<file path="src/rtl/iorps_pkg.sv">
// ----------------------------------------------------------------------------
// iorps_pkg
// Shared widths, limits, state encoding and controller/datapath interface
// types for the request part splitter.
// ----------------------------------------------------------------------------
package iorps_pkg;

   localparam int unsigned ADDR_W   = 64;
   localparam int unsigned SEG_W    = 16;
   localparam int unsigned OFFS_W   = 48;
   localparam int unsigned PLEN_W   = 21;

   localparam logic [PLEN_W-1:0] MAXLEN_LOW   = PLEN_W'(1024);
   localparam logic [PLEN_W-1:0] MAXLEN_HIGH  = PLEN_W'(1048576);
   localparam logic [PLEN_W-1:0] MAXLEN_RESET = PLEN_W'(131072);
   localparam logic [SEG_W-1:0]  SEG_LEN_HIGH = SEG_W'(64512);

   typedef enum logic [0:0] {
      ST_IDLE = 1'b0,
      ST_RUN  = 1'b1
   } state_type;

   // controller to datapath
   typedef struct packed {
      logic load;     // capture a new segment
      logic step;     // emit one piece into the output register
      logic cfg_wr;   // write max part length, start a fresh request
   } cmd_type;

   // datapath to controller
   typedef struct packed {
      logic out_free; // output register empty or being taken this cycle
      logic seg_done; // the piece under way finishes the segment
   } status_type;

endpackage

</file>
<file path="src/rtl/io_request_part_splitter_unit.sv">
// ----------------------------------------------------------------------------
// io_request_part_splitter_unit
// Cuts scatter-gather segments into pieces so that no part exceeds the
// configured maximum length.
// ----------------------------------------------------------------------------
// Flow: an accepted segment is captured into the segment registers; the
// sequencer then steps the datapath, one piece per cycle while the output
// register is not stalled, from the single take/room datapath loop. A new
// segment is accepted only after the last piece of the previous one is stepped.
// Reset: synchronous, active high; max part length returns to 131072 and a
// fresh request begins (offset zero, full room).
module io_request_part_splitter_unit (
   input  logic                         clock,
   input  logic                         reset,
   // segment transactions
   input  logic                         req_valid,
   output logic                         req_stall,
   input  logic [iorps_pkg::ADDR_W-1:0] req_seg_addr,
   input  logic [iorps_pkg::SEG_W-1:0]  req_seg_len,
   input  logic                         req_last_segment,
   // piece transactions
   output logic                         rsp_valid,
   input  logic                         rsp_stall,
   output logic [iorps_pkg::ADDR_W-1:0] rsp_piece_addr,
   output logic [iorps_pkg::SEG_W-1:0]  rsp_piece_len,
   output logic [iorps_pkg::OFFS_W-1:0] rsp_part_offset,
   output logic                         rsp_closes_part,
   output logic [iorps_pkg::PLEN_W-1:0] rsp_part_len,
   output logic                         rsp_last_of_run,
   // max part length register
   input  logic                         csr_valid,
   output logic                         csr_ready,
   input  logic [iorps_pkg::PLEN_W-1:0] csr_max_part_len
);

   iorps_pkg::cmd_type    cmd;
   iorps_pkg::status_type status;

   // Sequencer: hold the input stalled while a segment is being cut, advance
   // one piece whenever the output register can take it, and drop back to
   // idle once the piece that uses up the segment has been emitted.
   iorps_ctrl u_ctrl (
      .clock     (clock),
      .reset     (reset),
      .req_valid (req_valid),
      .req_stall (req_stall),
      .csr_valid (csr_valid),
      .csr_ready (csr_ready),
      .status    (status),
      .cmd       (cmd)
   );

   // Datapath: segment registers, room left in the current part, part
   // offset, and the output register that parts the two sides so that a
   // new segment may be accepted while a piece still waits to be taken.
   iorps_datapath u_dp (
      .clock            (clock),
      .reset            (reset),
      .cmd              (cmd),
      .status           (status),
      .csr_max_part_len (csr_max_part_len),
      .req_seg_addr     (req_seg_addr),
      .req_seg_len      (req_seg_len),
      .req_last_segment (req_last_segment),
      .rsp_valid        (rsp_valid),
      .rsp_stall        (rsp_stall),
      .rsp_piece_addr   (rsp_piece_addr),
      .rsp_piece_len    (rsp_piece_len),
      .rsp_part_offset  (rsp_part_offset),
      .rsp_closes_part  (rsp_closes_part),
      .rsp_part_len     (rsp_part_len),
      .rsp_last_of_run  (rsp_last_of_run)
   );

endmodule

</file>
<file path="src/rtl/iorps_ctrl.sv">
// ----------------------------------------------------------------------------
// iorps_ctrl
// Sequencer: grants configuration writes and accepts one segment while idle,
// then steps the datapath once per piece until the segment is used up.
// ----------------------------------------------------------------------------
module iorps_ctrl (
   input  logic                 clock,
   input  logic                 reset,
   input  logic                 req_valid,
   output logic                 req_stall,
   input  logic                 csr_valid,
   output logic                 csr_ready,
   input  iorps_pkg::status_type status,
   output iorps_pkg::cmd_type    cmd
);

   iorps_pkg::state_type state_ff, state_in;

   always_ff @(posedge clock) begin
      if (reset) begin
         state_ff <= iorps_pkg::ST_IDLE;
      end else begin
         state_ff <= state_in;
      end
   end

   always_comb begin
      state_in   = state_ff;
      cmd.load   = 1'b0;
      cmd.step   = 1'b0;
      cmd.cfg_wr = 1'b0;
      csr_ready  = 1'b0;
      req_stall  = 1'b1;
      unique case (state_ff)
         iorps_pkg::ST_IDLE: begin
            csr_ready  = 1'b1;
            // configuration takes priority over a segment in the same cycle
            req_stall  = csr_valid;
            cmd.cfg_wr = csr_valid;
            cmd.load   = req_valid & ~csr_valid;
            if (cmd.load) begin
               state_in = iorps_pkg::ST_RUN;
            end
         end
         iorps_pkg::ST_RUN: begin
            cmd.step = status.out_free;
            if (status.out_free && status.seg_done) begin
               state_in = iorps_pkg::ST_IDLE;
            end
         end
         default: begin
            state_in = iorps_pkg::ST_IDLE;
         end
      endcase
   end

endmodule

</file>
<file path="src/rtl/iorps_datapath.sv">
// ----------------------------------------------------------------------------
// iorps_datapath
// Segment, part and configuration registers, the per-piece arithmetic and
// the registered result transaction.
// ----------------------------------------------------------------------------
module iorps_datapath (
   input  logic                                 clock,
   input  logic                                 reset,
   input  iorps_pkg::cmd_type                   cmd,
   output iorps_pkg::status_type                status,
   input  logic [iorps_pkg::PLEN_W-1:0]         csr_max_part_len,
   input  logic [iorps_pkg::ADDR_W-1:0]         req_seg_addr,
   input  logic [iorps_pkg::SEG_W-1:0]          req_seg_len,
   input  logic                                 req_last_segment,
   output logic                                 rsp_valid,
   input  logic                                 rsp_stall,
   output logic [iorps_pkg::ADDR_W-1:0]         rsp_piece_addr,
   output logic [iorps_pkg::SEG_W-1:0]          rsp_piece_len,
   output logic [iorps_pkg::OFFS_W-1:0]         rsp_part_offset,
   output logic                                 rsp_closes_part,
   output logic [iorps_pkg::PLEN_W-1:0]         rsp_part_len,
   output logic                                 rsp_last_of_run
);

   logic [iorps_pkg::PLEN_W-1:0] eff_max_ff;
   logic [iorps_pkg::PLEN_W-1:0] room_ff;
   logic [iorps_pkg::OFFS_W-1:0] offset_ff;
   logic [iorps_pkg::ADDR_W-1:0] addr_ff;
   logic [iorps_pkg::SEG_W-1:0]  rem_ff;
   logic                         last_ff;

   logic                         rsp_valid_ff;
   logic [iorps_pkg::ADDR_W-1:0] piece_addr_ff;
   logic [iorps_pkg::SEG_W-1:0]  piece_len_ff;
   logic [iorps_pkg::OFFS_W-1:0] part_offset_ff;
   logic                         closes_part_ff;
   logic [iorps_pkg::PLEN_W-1:0] part_len_ff;
   logic                         last_of_run_ff;

   logic [iorps_pkg::PLEN_W-1:0] cfg_clamped;
   logic [iorps_pkg::SEG_W-1:0]  seg_clamped;
   logic [iorps_pkg::PLEN_W-1:0] rem_ext;
   logic [iorps_pkg::PLEN_W-1:0] take_ext;
   logic [iorps_pkg::SEG_W-1:0]  take;
   logic [iorps_pkg::PLEN_W-1:0] room_in;
   logic [iorps_pkg::SEG_W-1:0]  rem_in;
   logic [iorps_pkg::PLEN_W-1:0] plen;
   logic                         close;
   logic                         rem_zero;

   always_comb begin
      if (csr_max_part_len < iorps_pkg::MAXLEN_LOW) begin
         cfg_clamped = iorps_pkg::MAXLEN_LOW;
      end else if (csr_max_part_len > iorps_pkg::MAXLEN_HIGH) begin
         cfg_clamped = iorps_pkg::MAXLEN_HIGH;
      end else begin
         cfg_clamped = csr_max_part_len;
      end
      seg_clamped = (req_seg_len > iorps_pkg::SEG_LEN_HIGH) ? iorps_pkg::SEG_LEN_HIGH
                                                            : req_seg_len;
   end

   // one piece: take what fits in the room left in the current part
   always_comb begin
      rem_ext  = {{(iorps_pkg::PLEN_W-iorps_pkg::SEG_W){1'b0}}, rem_ff};
      take_ext = (rem_ext < room_ff) ? rem_ext : room_ff;
      take     = take_ext[iorps_pkg::SEG_W-1:0];
      room_in  = room_ff - take_ext;
      rem_in   = rem_ff - take;
      rem_zero = (rem_in == '0);
      close    = (room_in == '0) | (rem_zero & last_ff);
      plen     = eff_max_ff - room_in;
   end

   assign status.out_free = ~rsp_valid_ff | ~rsp_stall;
   assign status.seg_done = rem_zero;

   always_ff @(posedge clock) begin
      if (reset) begin
         eff_max_ff   <= iorps_pkg::MAXLEN_RESET;
         room_ff      <= iorps_pkg::MAXLEN_RESET;
         offset_ff    <= '0;
         rsp_valid_ff <= 1'b0;
      end else begin
         if (cmd.cfg_wr) begin
            eff_max_ff <= cfg_clamped;
            room_ff    <= cfg_clamped;
            offset_ff  <= '0;
         end else if (cmd.step) begin
            if (rem_zero && last_ff) begin
               offset_ff <= '0;
               room_ff   <= eff_max_ff;
            end else if (close) begin
               offset_ff <= offset_ff + {{(iorps_pkg::OFFS_W-iorps_pkg::PLEN_W){1'b0}}, plen};
               room_ff   <= eff_max_ff;
            end else begin
               room_ff   <= room_in;
            end
         end
         if (cmd.step) begin
            rsp_valid_ff <= 1'b1;
         end else if (!rsp_stall) begin
            rsp_valid_ff <= 1'b0;
         end
      end
   end

   always_ff @(posedge clock) begin
      if (cmd.load) begin
         addr_ff <= req_seg_addr;
         rem_ff  <= seg_clamped;
         last_ff <= req_last_segment;
      end else if (cmd.step) begin
         addr_ff <= addr_ff + {{(iorps_pkg::ADDR_W-iorps_pkg::SEG_W){1'b0}}, take};
         rem_ff  <= rem_in;
      end
      if (cmd.step) begin
         piece_addr_ff  <= addr_ff;
         piece_len_ff   <= take;
         part_offset_ff <= offset_ff;
         closes_part_ff <= close;
         part_len_ff    <= close ? plen : '0;
         last_of_run_ff <= rem_zero;
      end
   end

   assign rsp_valid       = rsp_valid_ff;
   assign rsp_piece_addr  = piece_addr_ff;
   assign rsp_piece_len   = piece_len_ff;
   assign rsp_part_offset = part_offset_ff;
   assign rsp_closes_part = closes_part_ff;
   assign rsp_part_len    = part_len_ff;
   assign rsp_last_of_run = last_of_run_ff;

endmodule

</file>
<file path="config.mk">
export PLATFORM = sky130hd
export DESIGN_NAME = io_request_part_splitter_unit
export DESIGN_NICKNAME = d
export VERILOG_FILES = /design/src/rtl/iorps_pkg.sv /design/src/rtl/io_request_part_splitter_unit.sv /design/src/rtl/iorps_ctrl.sv /design/src/rtl/iorps_datapath.sv
export SDC_FILE = /design/constraint.sdc
export NUM_CORES = 1
export LEC_CHECK = 0
export BUFFER_PORTS_ARGS = -buffer_cell sky130_fd_sc_hd__buf_4
export CORE_MARGIN = 2
export CORE_UTILIZATION = 60
export CTS_BUF_LIST = sky130_fd_sc_hd__clkbuf_16
export DETAILED_ROUTE_END_ITERATION = 8
export GPL_TIMING_DRIVEN = 0
export HOLD_SLACK_MARGIN = 0.03
export PLACE_DENSITY = 0.8
export SYNTH_ARGS = -nofsm -noshare
export SYNTH_HDL_FRONTEND = slang
export SYNTH_HIERARCHICAL = 1
export SYNTH_SLANG_ARGS = --single-unit
</file>
<file path="constraint.sdc">
create_clock -name clock -period 11 [get_ports clock]
set_clock_uncertainty 0.1 [all_clocks]
set_input_delay 3.3 -clock clock [delete_from_list [all_inputs] [get_ports clock]]
set_output_delay 3.3 -clock clock [all_outputs]
set_load 0.02 [all_outputs]
</file>
==> results.json <==
{
  "ys_seq_area_share_pct": 48.96,
  "synth-compound-area-share_pct": 15.55,
  "postSynth.asyncResetShare_pct": 0,
  "worstPathMaxFanout": 10,
  "hp-class": "reg2reg",
  "post_cts_buffers": 0,
  "grt_overflow": 0,
  "num_rows": 63,
  "clkSlewWorstSetupHoldPaths_ps": 60,
  "clk_latency_ps": 520,
  "internal_power_mw": 3.316,
  "grt_pass1_vias": 14379,
  "start_kind": "register",
  "drive_gt1_share_pct": 16.38,
  "dr.pass1.iters": 5,
  "die_h_um": 177.2,
  "grt_pass1_wl_um": 71580,
  "critPathArrivalTime_ps": 9460,
  "dp_hpwl_um": 34710,
  "ys.flop_type": "edfxtp_1",
  "muxShareOfSynthArea_pct": 0.7790,
  "crit_top_cell": "ha_1",
  "gp_congestion": 0.9337,
  "synthAdderAreaFrac_pct": 7.817,
  "synthSimpleGateAreaFrac_pct": 16.75,
  "synth_edf_count": 232,
  "yosysMostFrequentCell": "edfxtp_1",
  "cp.buffers_inverters": 3,
  "tns_ps": 0,
  "antenna_found_initial": 0,
  "grt_usage_pct": 28.79,
  "die_x_um": 177.2,
  "ios": 261,
  "synthTopCellsByArea": "edfxtp_1 (39%), dfxtp_1 (10%), ha_1 (7.1%)",
  "nets": 2306,
  "peakVddDrop_uv": 183.1,
  "clkPwrFrac_pct": 21.3,
  "dieArea_um2": 31380,
  "cts_tree": "done",
  "worstMarginPinSlew_ps": 999.2,
  "synth_xor_xnor_area_share_pct": 6.767,
  "dr_total_vias": 14971,
  "route.detailed.drc": 0,
  "hold_violations": 0,
  "fmax_mhz": 108.9,
  "synth_top_family_by_area": "simple AND/OR/NAND/NOR gates",
  "rsz0062_at_grt": "no",
  "critPathMaxStageDelay_ps": 530,
  "netlist_area_um2": 17990,
  "critPathCaptureType": "register",
  "p_comb_share_pct": 49.0,
  "path_delay_family": "compound AO/OA/AOI/OAI gates",
  "worst_path_max_delay_cell": "o22ai_1",
  "yosys.area.top_type": "edfxtp_1",
  "fin_crit_sh_pct": 83.49,
  "p_per_area_nw_per_um2": 254.6,
  "yosys-top-cells-count": "edfxtp_1 (232), nand2_1 (221), o21ai_0 (125)",
  "routed_via_density": 5.967,
  "ctsResizeCount": 0,
  "core-area_um2": 29560,
  "ant_nets": 0,
  "yosysUniqueCellTypes": 77,
  "synth_top_area_share_pct": 38.73,
  "swShare_pct": 39.91,
  "finalMaxSlewViolations": 0,
  "synth-seq-cells": 324,
  "cts.path.max_buffers": 3,
  "wirelength_um": 46560,
  "critical_path_class": "reg2reg",
  "cts_num_sinks": 324,
  "antenna_cells": 0,
  "syn_nets": 2005,
  "layout.cells.non_filler": 2509,
  "setup-violations-final": 0,
  "syn_avg_cell_area_um2": 10.04,
  "yosys_warnings": 6,
  "cts_buffers": 36,
  "syn_inst": 1791,
  "fin_crit_ps": 9184,
  "cts_max_level": 2,
  "pwr-share-seq_pct": 29.6,
  "cts.hold.buffers_added": 0,
  "root_buffer": "clkbuf_16",
  "slew_headroom_pct": 32.87,
  "port_buffers": 260,
  "outcome": "finished clean",
  "leakage_nw": 8.671,
  "area_delta_synth_final_pct": 20.49,
  "wl_per_cell_um": 18.56,
  "grt_max_degree": 63,
  "power_switching_mw": 2.202,
  "initial_core_util_pct": 60.86,
  "crit_required_ps": 11280,
  "drv_cap": 0,
  "dp.cells": 2444,
  "initialDrtViolationCount": 1175
}
## cells in the final DEF, fill, tap and decap left out, types with 23 or more instances in the layout
master     synthesis  layout
a21oi_1          102     102
xor2_1            71      71
nand2_1          221     221
a21o_1            42      42
o21ai_0          125     125
nor2b_1           25      25
buf_4              1     261
nor3_1            32      32
clkbuf_16          0      36
dfxtp_1           92      92
inv_1             89      93
nand4_1           49      49
edfxtp_1         232     232
nand3_1           34      34
nor2_1           111     111
clkbuf_1          58      58
and3_1            23      23
xnor2_1           68      68
ha_1             102     102
## per-layer routing
layer  wire length, um  track usage [%]  up-vias
met4              1659            11.29        0
met5                 0                0        -
met3              3461            5.069      118
li1                  -                -     7200
met2             21910            48.51      635
met1             19530            36.96     7018
## final timing paths
path,start,cells past startpoint,endpoint,slack (ps)
worst max-delay path,u_dp/rem_ff[11],36,u_dp/offset_ff[42],1820
worst min register to register,u_dp/offset_ff[47],0,u_dp/rsp_part_offset[47],350
worst max register to register,u_dp/rem_ff[11],36,u_dp/offset_ff[42],1820
worst min-delay path,u_dp/offset_ff[47],0,u_dp/rsp_part_offset[47],350
## stage by stage
| stage | util [%] | total power [mW] | worst slack (ps) | cell area [um^2] | hold slack, ps |
|---|---|---|---|---|---|
| floorplan | - | 3.644 | 3453 | 17990 | 317.2 |
| finish | 73.33 | 5.519 | 1816 | 21680 | 350.8 |
| detailed placement | 69.41 | 4.282 | 2048 | 20520 | 340.0 |
| global route | 73.33 | 5.864 | 986.5 | 21680 | 363.9 |
| CTS | 73.33 | 5.483 | 1992 | 21680 | 351.7 |
| global placement | 69.11 | 4.193 | 1672 | 20430 | 335.6 |
## power by group through the flow
stage | Clock, mW | Sequential, mW | Combinational, mW
2_1_floorplan | 0 | 1.67 | 1.97
3_3_place_gp | 0 | 1.66 | 2.54
3_5_place_dp | 0 | 1.65 | 2.63
4_1_cts | 1.19 | 1.63 | 2.66
5_1_grt | 1.24 | 1.65 | 2.97
6_report | 1.18 | 1.64 | 2.71
## flip-flops by register name, indices dropped and copies added, names as in the netlist, 21 cells and up
signal	flops
u_dp/eff_max_ff	21
u_dp/rsp_part_len	21
u_dp/rsp_part_offset	48
u_dp/addr_ff	64
u_dp/offset_ff	48
u_dp/rsp_piece_addr	64
u_dp/room_ff	21
## cells by family (layout without fill, tap and decap cells)
logic type               Yosys count  count (layout)
buffers and inverters            154             482
multiplexers                      13              13
AO/OA/AOI/OAI                    437             437
adder cells (fa/ha/maj)          110             110
AND/OR/NAND/NOR                  614             614
flip-flops                       324             324
XOR/XNOR                         139             139
## area by class of cell
class | count | area (um^2)
Tap cell | 390 | 488.0
Clock buffer | 36 | 900.9
Buffer | 64 | 267.8
Multi-Input combinational cell | 1313 | 8579
Sequential cell | 324 | 8808
Clock inverter | 29 | 259.0
Fill cell | 2099 | 7884
Inverter | 90 | 337.8
Timing Repair Buffer | 263 | 2034
(Power assumes the default switching activity.)
